$ cat src/rtl/core/cse_pkg.sv
// Package for the calibration store engine: command/result payload types,
// function and status codes, record layout constants. No dependencies.
package cse_pkg;

    localparam logic [1:0] FUNC_ZERO     = 2'd0;
    localparam logic [1:0] FUNC_GAIN     = 2'd1;
    localparam logic [1:0] FUNC_RECORD   = 2'd2;
    localparam logic [1:0] FUNC_RESERVED = 2'd3;

    localparam logic [1:0] ST_OK       = 2'd0;
    localparam logic [1:0] ST_FAIL     = 2'd1;
    localparam logic [1:0] ST_ACCEPTED = 2'd2;
    localparam logic [1:0] ST_REJECTED = 2'd3;

    localparam logic [2:0] REG_TR_CURRENT = 3'd0;
    localparam logic [2:0] REG_TR_MID     = 3'd1;
    localparam logic [2:0] REG_TR_VOLTAGE = 3'd2;
    localparam logic [2:0] REG_BASE_GAIN  = 3'd3;
    localparam logic [2:0] REG_BASE_ZERO  = 3'd4;
    localparam logic [2:0] REG_WIN_LOW    = 3'd5;
    localparam logic [2:0] REG_WIN_HIGH   = 3'd6;

    localparam logic [15:0] GAIN_SCALE = 16'd10000;
    localparam logic [15:0] MARK_WORD  = 16'hFFFF;

    // ceil(2^24 * 85/100) and ceil(2^24 * 115/100): exact floors for any 16-bit base
    localparam logic [24:0] LO_WIN_RECIP = 25'd14260634;
    localparam logic [24:0] HI_WIN_RECIP = 25'd19293799;

    typedef struct packed {
        logic [1:0]  func;
        logic [3:0]  channel;
        logic [15:0] sample;
        logic [31:0] measured_value;
        logic [4:0]  word_index;
        logic [15:0] stored_word;
        logic        last_item;
    } t_cmd;

    typedef struct packed {
        logic [1:0]  status;
        logic        write_valid;
        logic [4:0]  write_index;
        logic [15:0] write_word;
        logic        last_result;
    } t_result;

    // Divider handshake
    typedef struct packed {
        logic        start;
        logic [31:0] dividend;
        logic [31:0] divisor;
    } t_div_req;

    typedef struct packed {
        logic        done;
        logic [31:0] quotient;
    } t_div_rsp;

endpackage

$ cat src/rtl/core/cse_ram.sv
// Generic simple dual-port RAM (one write port, one read port) with registered read.
// No dependencies.
module cse_ram #(
    parameter int WIDTH = 16,
    parameter int DEPTH = 32
) (
    input  logic                     i_clk,
    input  logic                     i_we,
    input  logic [$clog2(DEPTH)-1:0] i_waddr,
    input  logic [WIDTH-1:0]         i_wdata,
    input  logic [$clog2(DEPTH)-1:0] i_raddr,
    output logic [WIDTH-1:0]         o_rdata
);
    logic [WIDTH-1:0] r_mem [DEPTH];
    logic [WIDTH-1:0] r_rdata;

    always_ff @(posedge i_clk) begin
        if (i_we) begin
            r_mem[i_waddr] <= i_wdata;
        end
        r_rdata <= r_mem[i_raddr];
    end

    assign o_rdata = r_rdata;
endmodule

$ cat src/rtl/core/cse_div.sv
// Radix-2 restoring divider, one quotient bit per cycle.
// Depends on cse_pkg.
module cse_div (
    input  logic               i_clk,
    input  logic               i_rst_n,
    input  cse_pkg::t_div_req  i_req,
    output cse_pkg::t_div_rsp  o_rsp
);
    import cse_pkg::*;

    logic [31:0] r_quo, n_quo;
    logic [32:0] r_rem, n_rem;
    logic [31:0] r_den;
    logic [5:0]  r_cnt, n_cnt;
    logic        r_busy, n_busy;
    logic        r_done, n_done;
    logic [32:0] trial;

    always_comb begin
        n_quo  = r_quo;
        n_rem  = r_rem;
        n_cnt  = r_cnt;
        n_busy = r_busy;
        n_done = 1'b0;
        trial  = {r_rem[31:0], r_quo[31]} - {1'b0, r_den};
        if (i_req.start) begin
            n_quo  = i_req.dividend;
            n_rem  = '0;
            n_cnt  = 6'd0;
            n_busy = 1'b1;
        end else if (r_busy) begin
            if (trial[32]) begin
                n_rem = {r_rem[31:0], r_quo[31]};
                n_quo = {r_quo[30:0], 1'b0};
            end else begin
                n_rem = trial;
                n_quo = {r_quo[30:0], 1'b1};
            end
            n_cnt = r_cnt + 6'd1;
            if (r_cnt == 6'd31) begin
                n_busy = 1'b0;
                n_done = 1'b1;
            end
        end
    end

    always_ff @(posedge i_clk) begin
        if (!i_rst_n) begin
            r_busy <= 1'b0;
            r_done <= 1'b0;
            r_cnt  <= '0;
        end else begin
            r_busy <= n_busy;
            r_done <= n_done;
            r_cnt  <= n_cnt;
        end
        r_quo <= n_quo;
        r_rem <= n_rem;
        if (i_req.start) begin
            r_den <= i_req.divisor;
        end
    end

    assign o_rsp.done     = r_done;
    assign o_rsp.quotient = r_quo;

`ifndef SYNTHESIS
    a_done_after_busy: assert property (@(posedge i_clk) disable iff (!i_rst_n)
        r_done |-> $past(r_busy)) else $error("divider done without run");
    a_cnt_idle: assert property (@(posedge i_clk) disable iff (!i_rst_n)
        $fell(r_busy) && !$past(i_req.start) |-> $past(r_cnt) == 6'd31)
        else $error("divider stopped early");
    a_done_pulse: assert property (@(posedge i_clk) disable iff (!i_rst_n)
        r_done |=> !r_done) else $error("divider done held");
`endif
endmodule

$ cat src/rtl/core/calibration_store_engine_unit.sv
// Top level of the calibration store engine: command sequencer, tables,
// staging RAM and serial divider. Depends on cse_pkg, cse_ram, cse_div.
//
// Usage: a command is taken when start is high and busy low. A zero sample
// or record word that is not last gives no result and leaves busy low. The
// final zero sample holds busy through its check (S_ZLAST, S_ONE), then
// through emission in S_EMIT; a failed run gives one result instead. A gain
// command holds busy for setup (S_PRE), the serial divider in S_DIV until
// its done pulse, window check and result select (S_CHK, S_ONE), then
// emission; a bad channel or a zero measurement goes straight to S_ONE for
// its failure. The final record word sweeps the staging RAM in S_SCAN,
// decides in S_DECIDE, then either sweeps again in S_LOAD to adopt the
// record (one result) or restores the defaults and emits. A success or a
// rejected record emits 2*CHANNELS+1 result words on consecutive cycles with
// o_res_valid high; failures and an accepted record give one result. The
// last result appears in the first cycle with busy low. The receiver cannot
// stall: every result is valid for exactly one cycle.
module calibration_store_engine_unit #(
    parameter int CHANNELS = 12
) (
    input  logic                i_clk,
    input  logic                i_rst_n,
    input  logic                start,
    output logic                busy,
    input  cse_pkg::t_cmd       i_cmd,
    output logic                o_res_valid,
    output cse_pkg::t_result    o_res,
    input  logic                i_cfg_valid,
    output logic                o_cfg_ready,
    input  logic [2:0]          i_cfg_index,
    input  logic [15:0]         i_cfg_data
);
    import cse_pkg::*;

    localparam int RW  = 2 * CHANNELS + 1;
    localparam int CW  = (CHANNELS > 1) ? $clog2(CHANNELS) : 1;
    localparam int IW  = $clog2(RW + 1);

    localparam logic [3:0] S_IDLE  = 4'd0;
    localparam logic [3:0] S_DIV   = 4'd1;
    localparam logic [3:0] S_CHK   = 4'd2;
    localparam logic [3:0] S_EMIT  = 4'd3;
    localparam logic [3:0] S_ONE   = 4'd4;
    localparam logic [3:0] S_SCAN  = 4'd5;
    localparam logic [3:0] S_DECIDE = 4'd6;
    localparam logic [3:0] S_LOAD  = 4'd7;
    localparam logic [3:0] S_DEFLT = 4'd8;
    localparam logic [3:0] S_ZLAST = 4'd9;
    localparam logic [3:0] S_PRE   = 4'd10;

    logic [3:0]  r_state, n_state;
    logic [15:0] r_tr_cur, r_tr_mid, r_tr_vol, r_base_gain, r_base_zero;
    logic [15:0] r_win_lo, r_win_hi;
    logic [15:0] r_gain [CHANNELS];
    logic [15:0] r_zero [CHANNELS];
    logic [15:0] r_cksum;
    logic        r_zfail;
    logic [4:0]  r_zcnt;
    t_cmd        r_cmd;
    logic [IW-1:0] r_idx;
    logic [15:0] r_xor;
    logic        r_marks;
    logic [1:0]  r_status;
    logic        r_out_v, n_out_v;
    t_result     r_out;
    logic        r_rd_v;
    logic [IW-1:0] r_rd_idx;

    t_div_req    div_req;
    t_div_rsp    div_rsp;
    logic [31:0] prod;
    logic [40:0] lo_prod, hi_prod;
    logic [33:0] lo_lim, hi_lim;

    logic        ram_we;
    logic [$clog2(RW)-1:0] ram_waddr, ram_raddr;
    logic [15:0] ram_rdata;

    logic        take;
    logic        zpass;
    logic [15:0] emit_word;

    assign take        = start && !busy;
    assign busy        = (r_state != S_IDLE);
    assign o_cfg_ready = 1'b1;

    // Staging RAM: written directly by accepted record words
    assign ram_we    = take && i_cmd.func == FUNC_RECORD && {27'd0, i_cmd.word_index} < RW;
    assign ram_waddr = i_cmd.word_index[$clog2(RW)-1:0];
    assign ram_raddr = r_idx[$clog2(RW)-1:0];

    cse_ram #(.WIDTH(16), .DEPTH(RW)) u_stage (
        .i_clk   (i_clk),
        .i_we    (ram_we),
        .i_waddr (ram_waddr),
        .i_wdata (i_cmd.stored_word),
        .i_raddr (ram_raddr),
        .o_rdata (ram_rdata)
    );

    always_comb begin
        unique case (r_cmd.channel)
            4'd0, 4'd1, 4'd2, 4'd3, 4'd4, 4'd5: prod = 32'(r_tr_cur) * 32'(GAIN_SCALE);
            4'd6:    prod = 32'(r_tr_mid) * 32'(GAIN_SCALE);
            default: prod = 32'(r_tr_vol) * 32'(GAIN_SCALE);
        endcase
    end

    assign div_req.start    = (r_state == S_PRE);
    assign div_req.dividend = prod;
    assign div_req.divisor  = r_cmd.measured_value;

    cse_div u_div (
        .i_clk (i_clk),
        .i_rst_n (i_rst_n),
        .i_req (div_req),
        .o_rsp (div_rsp)
    );

    // Window limits: floor(b*85/100), floor(b*115/100) by reciprocal multiplication
    assign lo_prod = {25'd0, r_base_gain} * {16'd0, LO_WIN_RECIP};
    assign hi_prod = {25'd0, r_base_gain} * {16'd0, HI_WIN_RECIP};
    assign lo_lim  = {17'd0, lo_prod[40:24]};
    assign hi_lim  = {17'd0, hi_prod[40:24]};

    assign zpass = !r_zfail && {1'b0, i_cmd.channel} == r_zcnt
                   && {28'd0, i_cmd.channel} < CHANNELS
                   && i_cmd.sample > r_win_lo && i_cmd.sample < r_win_hi;

    always_comb begin
        if (r_idx < IW'(CHANNELS)) begin
            emit_word = r_gain[r_idx[CW-1:0]];
        end else if (r_idx < IW'(2 * CHANNELS)) begin
            emit_word = r_zero[CW'(r_idx - IW'(CHANNELS))];
        end else begin
            emit_word = r_xor;
        end
    end

    assign n_out_v = (r_state == S_EMIT)
                     || (r_state == S_ONE && r_status != ST_OK && r_status != ST_REJECTED);

    always_comb begin
        n_state = r_state;
        unique case (r_state)
            S_IDLE: begin
                if (take) begin
                    unique case (i_cmd.func)
                        FUNC_ZERO:   n_state = i_cmd.last_item ? S_ZLAST : S_IDLE;
                        FUNC_GAIN:   n_state = ({28'd0, i_cmd.channel} >= CHANNELS
                                                || i_cmd.measured_value == '0)
                                                ? S_ONE : S_PRE;
                        FUNC_RECORD: n_state = i_cmd.last_item ? S_SCAN : S_IDLE;
                        default:     n_state = S_IDLE;
                    endcase
                end
            end
            S_PRE:    n_state = S_DIV;
            S_DIV:    n_state = div_rsp.done ? S_CHK : S_DIV;
            S_CHK:    n_state = S_ONE;
            S_ZLAST:  n_state = S_ONE;
            S_SCAN:   n_state = (r_rd_v && r_rd_idx == IW'(RW - 1)) ? S_DECIDE : S_SCAN;
            S_DECIDE: n_state = (r_xor == '0 && !r_marks) ? S_LOAD : S_DEFLT;
            S_LOAD:   n_state = (r_rd_v && r_rd_idx == IW'(RW - 1)) ? S_ONE : S_LOAD;
            S_DEFLT:  n_state = S_ONE;
            S_ONE:    n_state = (r_status == ST_OK || r_status == ST_REJECTED)
                                ? S_EMIT : S_IDLE;
            S_EMIT:   n_state = (r_idx == IW'(RW - 1)) ? S_IDLE : S_EMIT;
            default:  n_state = S_IDLE;
        endcase
    end

    always_ff @(posedge i_clk) begin
        if (!i_rst_n) begin
            r_state <= S_IDLE;
            r_tr_cur <= 16'd1850;
            r_tr_mid <= 16'd4214;
            r_tr_vol <= 16'd4635;
            r_base_gain <= 16'd10032;
            r_base_zero <= 16'd32767;
            r_win_lo <= 16'h7320;
            r_win_hi <= 16'h8CE0;
            for (int i = 0; i < CHANNELS; i++) begin
                r_gain[i] <= 16'd10032;
                r_zero[i] <= 16'd32767;
            end
            r_cksum <= '0;
            r_zfail <= 1'b0;
            r_zcnt  <= '0;
            r_idx   <= '0;
            r_out_v <= 1'b0;
            r_rd_v  <= 1'b0;
        end else begin
            r_state <= n_state;
            r_out_v <= n_out_v;
            r_rd_v  <= (r_state == S_SCAN || r_state == S_LOAD) && r_idx != IW'(RW);
            if (i_cfg_valid) begin
                unique case (i_cfg_index)
                    REG_TR_CURRENT: r_tr_cur <= i_cfg_data;
                    REG_TR_MID:     r_tr_mid <= i_cfg_data;
                    REG_TR_VOLTAGE: r_tr_vol <= i_cfg_data;
                    REG_BASE_GAIN:  r_base_gain <= i_cfg_data;
                    REG_BASE_ZERO:  r_base_zero <= i_cfg_data;
                    REG_WIN_LOW:    r_win_lo <= i_cfg_data;
                    REG_WIN_HIGH:   r_win_hi <= i_cfg_data;
                    default: ;
                endcase
            end
            unique case (r_state)
                S_IDLE: begin
                    if (take) begin
                        r_cmd <= i_cmd;
                        r_idx <= '0;
                        r_xor <= '0;
                        r_marks <= 1'b0;
                        if (i_cmd.func == FUNC_ZERO) begin
                            if (zpass) begin
                                r_zero[i_cmd.channel[CW-1:0]] <= i_cmd.sample;
                                r_zcnt <= r_zcnt + 5'd1;
                            end else begin
                                r_zfail <= 1'b1;
                            end
                        end
                        if (i_cmd.func == FUNC_GAIN) begin
                            r_status <= ST_FAIL;
                        end
                    end
                end
                S_PRE, S_DIV: ;
                S_CHK: begin
                    if ({2'd0, div_rsp.quotient} > lo_lim
                        && {2'd0, div_rsp.quotient} < hi_lim) begin
                        r_gain[r_cmd.channel[CW-1:0]] <= div_rsp.quotient[15:0] + 16'd1;
                        r_status <= ST_OK;
                    end
                end
                S_ZLAST: begin
                    r_status <= (!r_zfail && r_zcnt == 5'(CHANNELS)) ? ST_OK : ST_FAIL;
                    r_zfail <= 1'b0;
                    r_zcnt  <= '0;
                end
                S_SCAN, S_LOAD: begin
                    // Address advances; data returns in the next cycle
                    if (r_idx != IW'(RW)) begin
                        r_idx <= r_idx + IW'(1);
                    end
                    r_rd_idx <= r_idx;
                    if (r_rd_v) begin
                        r_xor <= r_xor ^ ram_rdata;
                        if (r_rd_idx < IW'(2 * CHANNELS) && ram_rdata == MARK_WORD) begin
                            r_marks <= 1'b1;
                        end
                        if (r_state == S_LOAD) begin
                            if (r_rd_idx < IW'(CHANNELS)) begin
                                r_gain[r_rd_idx[CW-1:0]] <= ram_rdata;
                            end else if (r_rd_idx < IW'(2 * CHANNELS)) begin
                                r_zero[CW'(r_rd_idx - IW'(CHANNELS))] <= ram_rdata;
                            end else begin
                                r_cksum <= ram_rdata;
                            end
                        end
                    end
                end
                S_DECIDE: begin
                    r_idx <= '0;
                    if (r_xor == '0 && !r_marks) begin
                        r_status <= ST_ACCEPTED;
                    end else begin
                        r_status <= ST_REJECTED;
                        for (int i = 0; i < CHANNELS; i++) begin
                            r_gain[i] <= r_base_gain;
                            r_zero[i] <= r_base_zero;
                        end
                        // XOR of equal pairs cancels unless channel count is odd
                        r_cksum <= (CHANNELS % 2 == 1) ? (r_base_gain ^ r_base_zero) : 16'd0;
                    end
                end
                S_DEFLT: ;
                S_ONE: begin
                    r_idx <= '0;
                    r_xor <= '0;
                    if (r_status != ST_OK && r_status != ST_REJECTED) begin
                        r_out <= '{status: r_status, write_valid: 1'b0, write_index: '0,
                                   write_word: '0, last_result: 1'b1};
                    end
                end
                S_EMIT: begin
                    // Fold checksum while emitting; the last word carries it
                    r_out <= '{status: r_status, write_valid: 1'b1,
                               write_index: 5'(r_idx), write_word: emit_word,
                               last_result: r_idx == IW'(RW - 1)};
                    if (r_idx < IW'(2 * CHANNELS)) begin
                        r_xor <= r_xor ^ emit_word;
                    end
                    r_idx <= r_idx + IW'(1);
                end
                default: ;
            endcase
        end
    end

    assign o_res_valid = r_out_v;
    assign o_res       = r_out;

`ifndef SYNTHESIS
    a_no_take_busy: assert property (@(posedge i_clk) disable iff (!i_rst_n)
        o_res_valid && !o_res.last_result |-> busy) else $error("result outside run");
    a_idle_after_last: assert property (@(posedge i_clk) disable iff (!i_rst_n)
        o_res_valid && o_res.last_result |-> !busy) else $error("busy after last");
    a_wv_status: assert property (@(posedge i_clk) disable iff (!i_rst_n)
        o_res_valid && o_res.write_valid |-> o_res.status == ST_OK
        || o_res.status == ST_REJECTED) else $error("write on bad status");
`endif
endmodule
$ cat config.mk
export PLATFORM = sky130hd
export DESIGN_NAME = calibration_store_engine_unit
export DESIGN_NICKNAME = d
export VERILOG_FILES = /design/src/rtl/core/cse_pkg.sv /design/src/rtl/core/cse_ram.sv /design/src/rtl/core/cse_div.sv /design/src/rtl/core/calibration_store_engine_unit.sv
export SDC_FILE = /design/constraint.sdc
export NUM_CORES = 2
export LEC_CHECK = 0
export BUFFER_PORTS_ARGS = -buffer_cell sky130_fd_sc_hd__buf_2
export CAP_MARGIN = 20
export CELL_PAD_IN_SITES_DETAIL_PLACEMENT = 0
export CELL_PAD_IN_SITES_GLOBAL_PLACEMENT = 1
export CORE_UTILIZATION = 40
export CTS_CLUSTER_DIAMETER = 30
export DETAILED_ROUTE_END_ITERATION = 7
export PLACE_DENSITY = 0.61
export SLEW_MARGIN = 30
export SYNTH_ARGS = -nofsm -noshare
export SYNTH_HDL_FRONTEND = slang
export SYNTH_SLANG_ARGS = --single-unit
$ cat constraint.sdc
create_clock -name i_clk -period 13.3 [get_ports i_clk]
set_clock_uncertainty 0.05 [all_clocks]
set_input_delay 2.66 -clock i_clk [delete_from_list [all_inputs] [get_ports i_clk]]
set_output_delay 2.66 -clock i_clk [all_outputs]
set_load 0.02 [all_outputs]
Word-level counts from Yosys, hierarchy flattened
Memories as Yosys holds them, arrays and structs flattened. A register that Yosys moved wholly into a read port is not among the register bits.
Cells that the tools add are included.
Storage, ports and cells
  logic and storage cells: 311
  memories kept: 3
  RAM bits: 784
  register bits: 318
Operators by class
  multiply operators: 5
  reductions and logical operators: 65
  bitwise gates (word level): 28
  muxes and demuxes: 118
  $add $sub $neg: 7
  magnitude comparators: 11
  equal/unequal tests: 44
Memory list
  u_stage.r_mem: words 25, width 16, rd ports 1, clocked after Yosys merged registers in 1, write ports 1, RTL line cse_ram.sv:14  | logic [WIDTH-1:0] r_mem [DEPTH];
  r_gain: words 12, width 16, rd ports 1, clocked after Yosys merged registers in 1, write ports 12, RTL line calibration_store_engine_unit.sv:54  | logic [15:0] r_gain [CHANNELS];
  r_zero: words 12, width 16, rd ports 1, clocked after Yosys merged registers in 0, write ports 12, RTL line calibration_store_engine_unit.sv:55  | logic [15:0] r_zero [CHANNELS];
Operator list (number)
  2-to-1 mux 16 bit: 33
  2-to-1 mux 32 bit: 3
  multiplier 16 x 10 -> 26 bit (second input constant): 3
  case mux 16 bit (4 select lines): 1
  OR reduction 16 bit: 4
  case mux 30 bit (2 select lines): 1
  case mux 25 bit (2 select lines): 1
  2-to-1 mux 1 bit: 47
  multiplier 16 x 25 -> 41 bit (second input constant): 1
  2-to-1 mux 4 bit: 10
  multiplier 16 x 23 -> 39 bit (second input constant): 1
  case mux 4 bit (9 select lines): 1
  subtractor 33 x 32 -> 33 bit: 1
  > comparator 32 x 16 -> 1 bit: 1
  logical NOT 32 bit: 1
  less-than comparator 32 x 17 -> 1 bit: 1
  XOR 16 bit: 2
  == test 4 x 3 -> 1 bit (second input constant): 7
  2-to-1 mux 25 bit: 1
  2-to-1 mux 5 bit: 5
  OR 1 bit: 24
  != test 2 bit (second input constant): 11
  case mux 5 bit (4 select lines): 1
  adder 16 x 1 -> 16 bit (second input constant): 1
  other kinds (47): 116

Logic depth before layout (Yosys ltp)
  depth after elaboration: 14
  gate-level depth with buffers: 36
  gate-level depth less buffers: 34

By module
A second synthesis with hierarchy kept.
Second synthesis, totals
  cells, all modules: 6108
  area total of the unflattened synthesis: 74164.9 µm²
By module, submodules not included
  calibration_store_engine_unit: cells each 4810, times used 1, area an instance 52620.5 µm², seq. area each 20589.7 µm²
  cse_ram: cells each 699, times used 1, area an instance 15617.5 µm², seq. area each 12331.8 µm²
  cse_div: cells each 599, times used 1, area an instance 5926.9 µm², seq. area each 2722.6 µm²

Worst setup path after synthesis
No wires, ideal clock.
  path kind: reg2reg
  start: reg r_base_gain[5]
  end: mem r_gain[14][0] (enable)
  period minus slack after synthesis: 9.597 ns
  stages on the path, launching flop included: 31
  path slack: 3.703 ns
  arrival time: 9.117 ns
  required time: 12.820 ns
  path buffers: 0
  library setup time: 0.430 ns
  cell sequence: dfxtp_1 > inv_1 > ha_1 > inv_1 > fa_1 > inv_1 > fa_1 > fa_1 > fa_1 > fa_1 > inv_1 > ha_1 > a211oi_1 > o21ai_0 > a2111oi_0 > and3_1 > o32ai_1 > a211o_1 > a21o_1 > a41oi_1 > a21oi_1 > xnor2_1 > ha_1 > nand4_1 > nor2_1 > and2_1 > o21a_1 > o31ai_1 > a221oi_1 > o2111ai_2 > nor4_1
RTL lines
  from (decl): RTL line calibration_store_engine_unit.sv:52  | logic [15:0] r_tr_cur, r_tr_mid, r_tr_vol, r_base_gain, r_base_zero;
  from (signal assigned): RTL line calibration_store_engine_unit.sv:202  | REG_BASE_GAIN: r_base_gain <= i_cfg_data;
  to (decl): RTL line calibration_store_engine_unit.sv:54

==> metrics.txt <==
cell accounting for the most synthesized area=edfxtp_1; setup ws final=about 2.2 ns; CTS Buf Count=approximately 320; Leakage=34.0 nW; Hold WS=roughly 0.3 ns; max_cap viols=0; Placement Setup Slack=2.14 ns; CP Launch Type=flip-flop; type of the tightest min-delay check=flip-flop to flip-flop; Final Hold Vio Count=0; vias after detailed routing=roughly 48000; Post-Syn Area per Cell=12.6 sq um; synth top area cells=edfxtp_1 (44%), ha_1 (10%), mux4_2 (8.5%); fin cells=8710; share of post-route cells with drive strength above 1=between 10% and 20%; wire per inst=~25 um; num rows=between 150 and 200; Most used DFF post-synth=edfxtp_1; chip width=about 430 um; clock network power share=49.7%; DRT Pass-1 Iters=8; combinational power share=between 20% and 30%; layout net count=7077; CORE AREA=around 0.18 sq mm; clock root buffer=clkbuf_16; EDFF count, synth=around 1100; Tmin final=about 11 ns; ys async rst share=0%; All-Layer GR Usage=between 20 and 25%; starting density of the core=roughly two fifths; RePlAce Congestion=slightly above 0.9; Sequential Power Share=~30%; cts repair resizes=0; DRT antenna net count=0; Critical Path Sink Type=flip-flop; Hold Buf Count CTS=0; most instantiated cells after synthesis=edfxtp_1 (1061), inv_1 (753), ha_1 (578); Least-Margin Pin Slew=about 1.1 ns; setup bufs post-CTS=0; vias in the first global route=48300; WP data required=approximately 14 ns; CTS tree=built; sequential-to-total area share from yosys stat=49.2%; overall power=around 15 mW; Cells after DPL=8139; synthesized area=approximately 0.072 sq mm; most numerous cell in the Yosys netlist=edfxtp_1; initial antenna violation count=15; Clock Tree Buf Depth=4; I/O pins=roughly 130; #FFs+latches synth=~1300; outcome=complete, no violations; Slew headroom=26.7%; Cell Pwr Density=approximately 170 mW/mm^2; DRC Markers=0; Syn-to-layout area delta=20.1%; final wirelength=roughly 220000 um; setup TNS=0 ns; most frequent CP cell=fa_1; switching share of power=~28%; Syn Inst Count=5750; die area=between 0.15 and 0.2 sq mm; Worst EP arrival=between 10 and 15 ns; maximum fanout along the worst path=16; peak supply drop=between 100 and 150 uV; H-tree Lvls=5; post-synth top area share=between 40% and 50%; Pint=~11 mW; IO Port Bufs=approximately 130; Worst-Skew Late Latency=between 0.9 and 1 ns; syn nets=between 6000 and 7000; largest net degree at the start of global routing=70; RSZ-0062 raised after global routing=no; CP max stage cell=a2111oi_1; vias per inst=roughly 5.5; synth warn=0; critical path class=flip-flop to flip-flop; CTS sink count=1250; grt total ovfl=0; Slew Viols, Final=0; post-detail-place hpwl=157000 um; DRC marker count from the first detailed-route iteration=around 3900; clock slew at reported path FFs=~0.04 ns; P_sw=4.24 mW; final setup fails=0; Die Span Y=427 um; max frequency=90.4 MHz; period utilization=83.2%; first-pass GRT wire length=about 330000 um; worst stage delay on the critical path=0.79 ns; synth unique cells=95
[critical path: cells and delay by family (launching register included)]
family          cells  cell delay (ns)
compound gates     13             4.40
flops               1             0.60
simple gates        6             1.64
fa+ha+maj           8             3.49
buf+inv             4             0.38
xor+xnor            1             0.15
[stage by stage]
step	util, %	cell area (sq um)
finish	48.5	86900
global placement	42.5	76200
floorplan	-	72400
CTS	48.5	86900
detailed placement	42.7	76500
global route	48.5	86900
[registers in the layout (all words and copies together), names as in the netlist, 16 cells and up, named ones only]
signal,flops
u_stage.r_mem,400
r_gain,256
r_zero,256
div_req,32
u_div.r_den,32
u_div.r_quo,32
u_div.r_rem,32
o_res,25
r_base_gain,16
r_base_zero,16
r_tr_cur,16
r_tr_mid,16
r_tr_vol,16
r_win_hi,16
r_win_lo,16
r_xor,16
u_stage.o_rdata,16
[logic make-up (layout without fill, tap and decap cells)]
kind of cell    count (synthesis)  in the layout  synth area share (%)
simple gates                 1066           1066                  6.70
mux                           408            408                  10.4
fa+ha+maj                     873            873                  18.1
flops                        1250           1250                  49.2
other cells                     1              6               0.00518
buf+inv                       964           1564                  5.15
xor+xnor                      147            147                  1.83
compound gates               1041           1041                  8.59
[layout make-up]
type	count	area, sq um
Fill cell	15900	92200
Sequential cell	1250	35700
Multi-Input combinational cell	3536	33500
Clock buffer	378	8480
Tap cell	2355	2950
Inverter	757	2850
Clock inverter	188	1910
Timing Repair Buffer	241	1580
Antenna cell	5	12.5
[final timing paths]
check	from	slack (ns)	endpoint	cells after the start
worst min register to register	div_req[27]$_DFFE_PP_	0.30	u_div.r_den[27]$_DFFE_PP_	0
worst min-delay path	div_req[27]$_DFFE_PP_	0.30	u_div.r_den[27]$_DFFE_PP_	0
worst max register to register	r_base_gain[5]$_SDFFE_PN1P_	2.24	r_gain[6][2]$_DFFE_PP_	32
worst max-delay path	r_base_gain[5]$_SDFFE_PN1P_	2.24	r_gain[6][2]$_DFFE_PP_	32
[layer usage]
metal  vias up  part of all wire, %  global-route usage, %
met2      1713                   46                   37.9
li1      21700                    -                      -
met4         4                  3.2                   8.56
met5         -                0.012                      0
met3       392                  6.9                   4.81
met1     24200                   44                   34.2
[cell usage in the layout (no fill, tap or decap), types with 26 or more instances in the layout]
master,synthesis,layout
nor2b_1,33,33
clkbuf_16,0,325
a31oi_1,43,42
clkinv_2,0,45
nand3_1,129,129
a211oi_1,40,39
inv_1,753,753
nor3_1,69,42
clkinvlp_4,0,38
buf_4,1,110
ha_1,578,578
xnor2_1,70,70
clkinv_1,2,33
fa_1,295,295
clkbuf_1,135,38
mux2i_1,120,119
xor2_1,75,75
bufinv_16,0,29
o21a_1,28,28
o21ai_0,268,257
nand2b_1,37,37
edfxtp_1,1061,1061
nor2_1,277,268
nand2_1,376,373
dfxtp_1,189,182
buf_2,39,125
nand4_1,28,28
clkinv_4,0,26
mux4_2,272,272
a21oi_1,439,428
a21o_1,55,55
[power by group through the flow]
stage | Combinational [mW] | Clock (mW) | Sequential [mW]
5_1_grt | 3.45 | 7.73 | 4.50
6_report | 3.05 | 7.44 | 4.49
3_3_place_gp | 3.05 | 0 | 4.55
4_1_cts | 3.09 | 7.53 | 4.49
3_5_place_dp | 3.06 | 0 | 4.55
2_1_floorplan | 2.27 | 0 | 4.49
No activity file was read; power rests on OpenSTA's default activity.
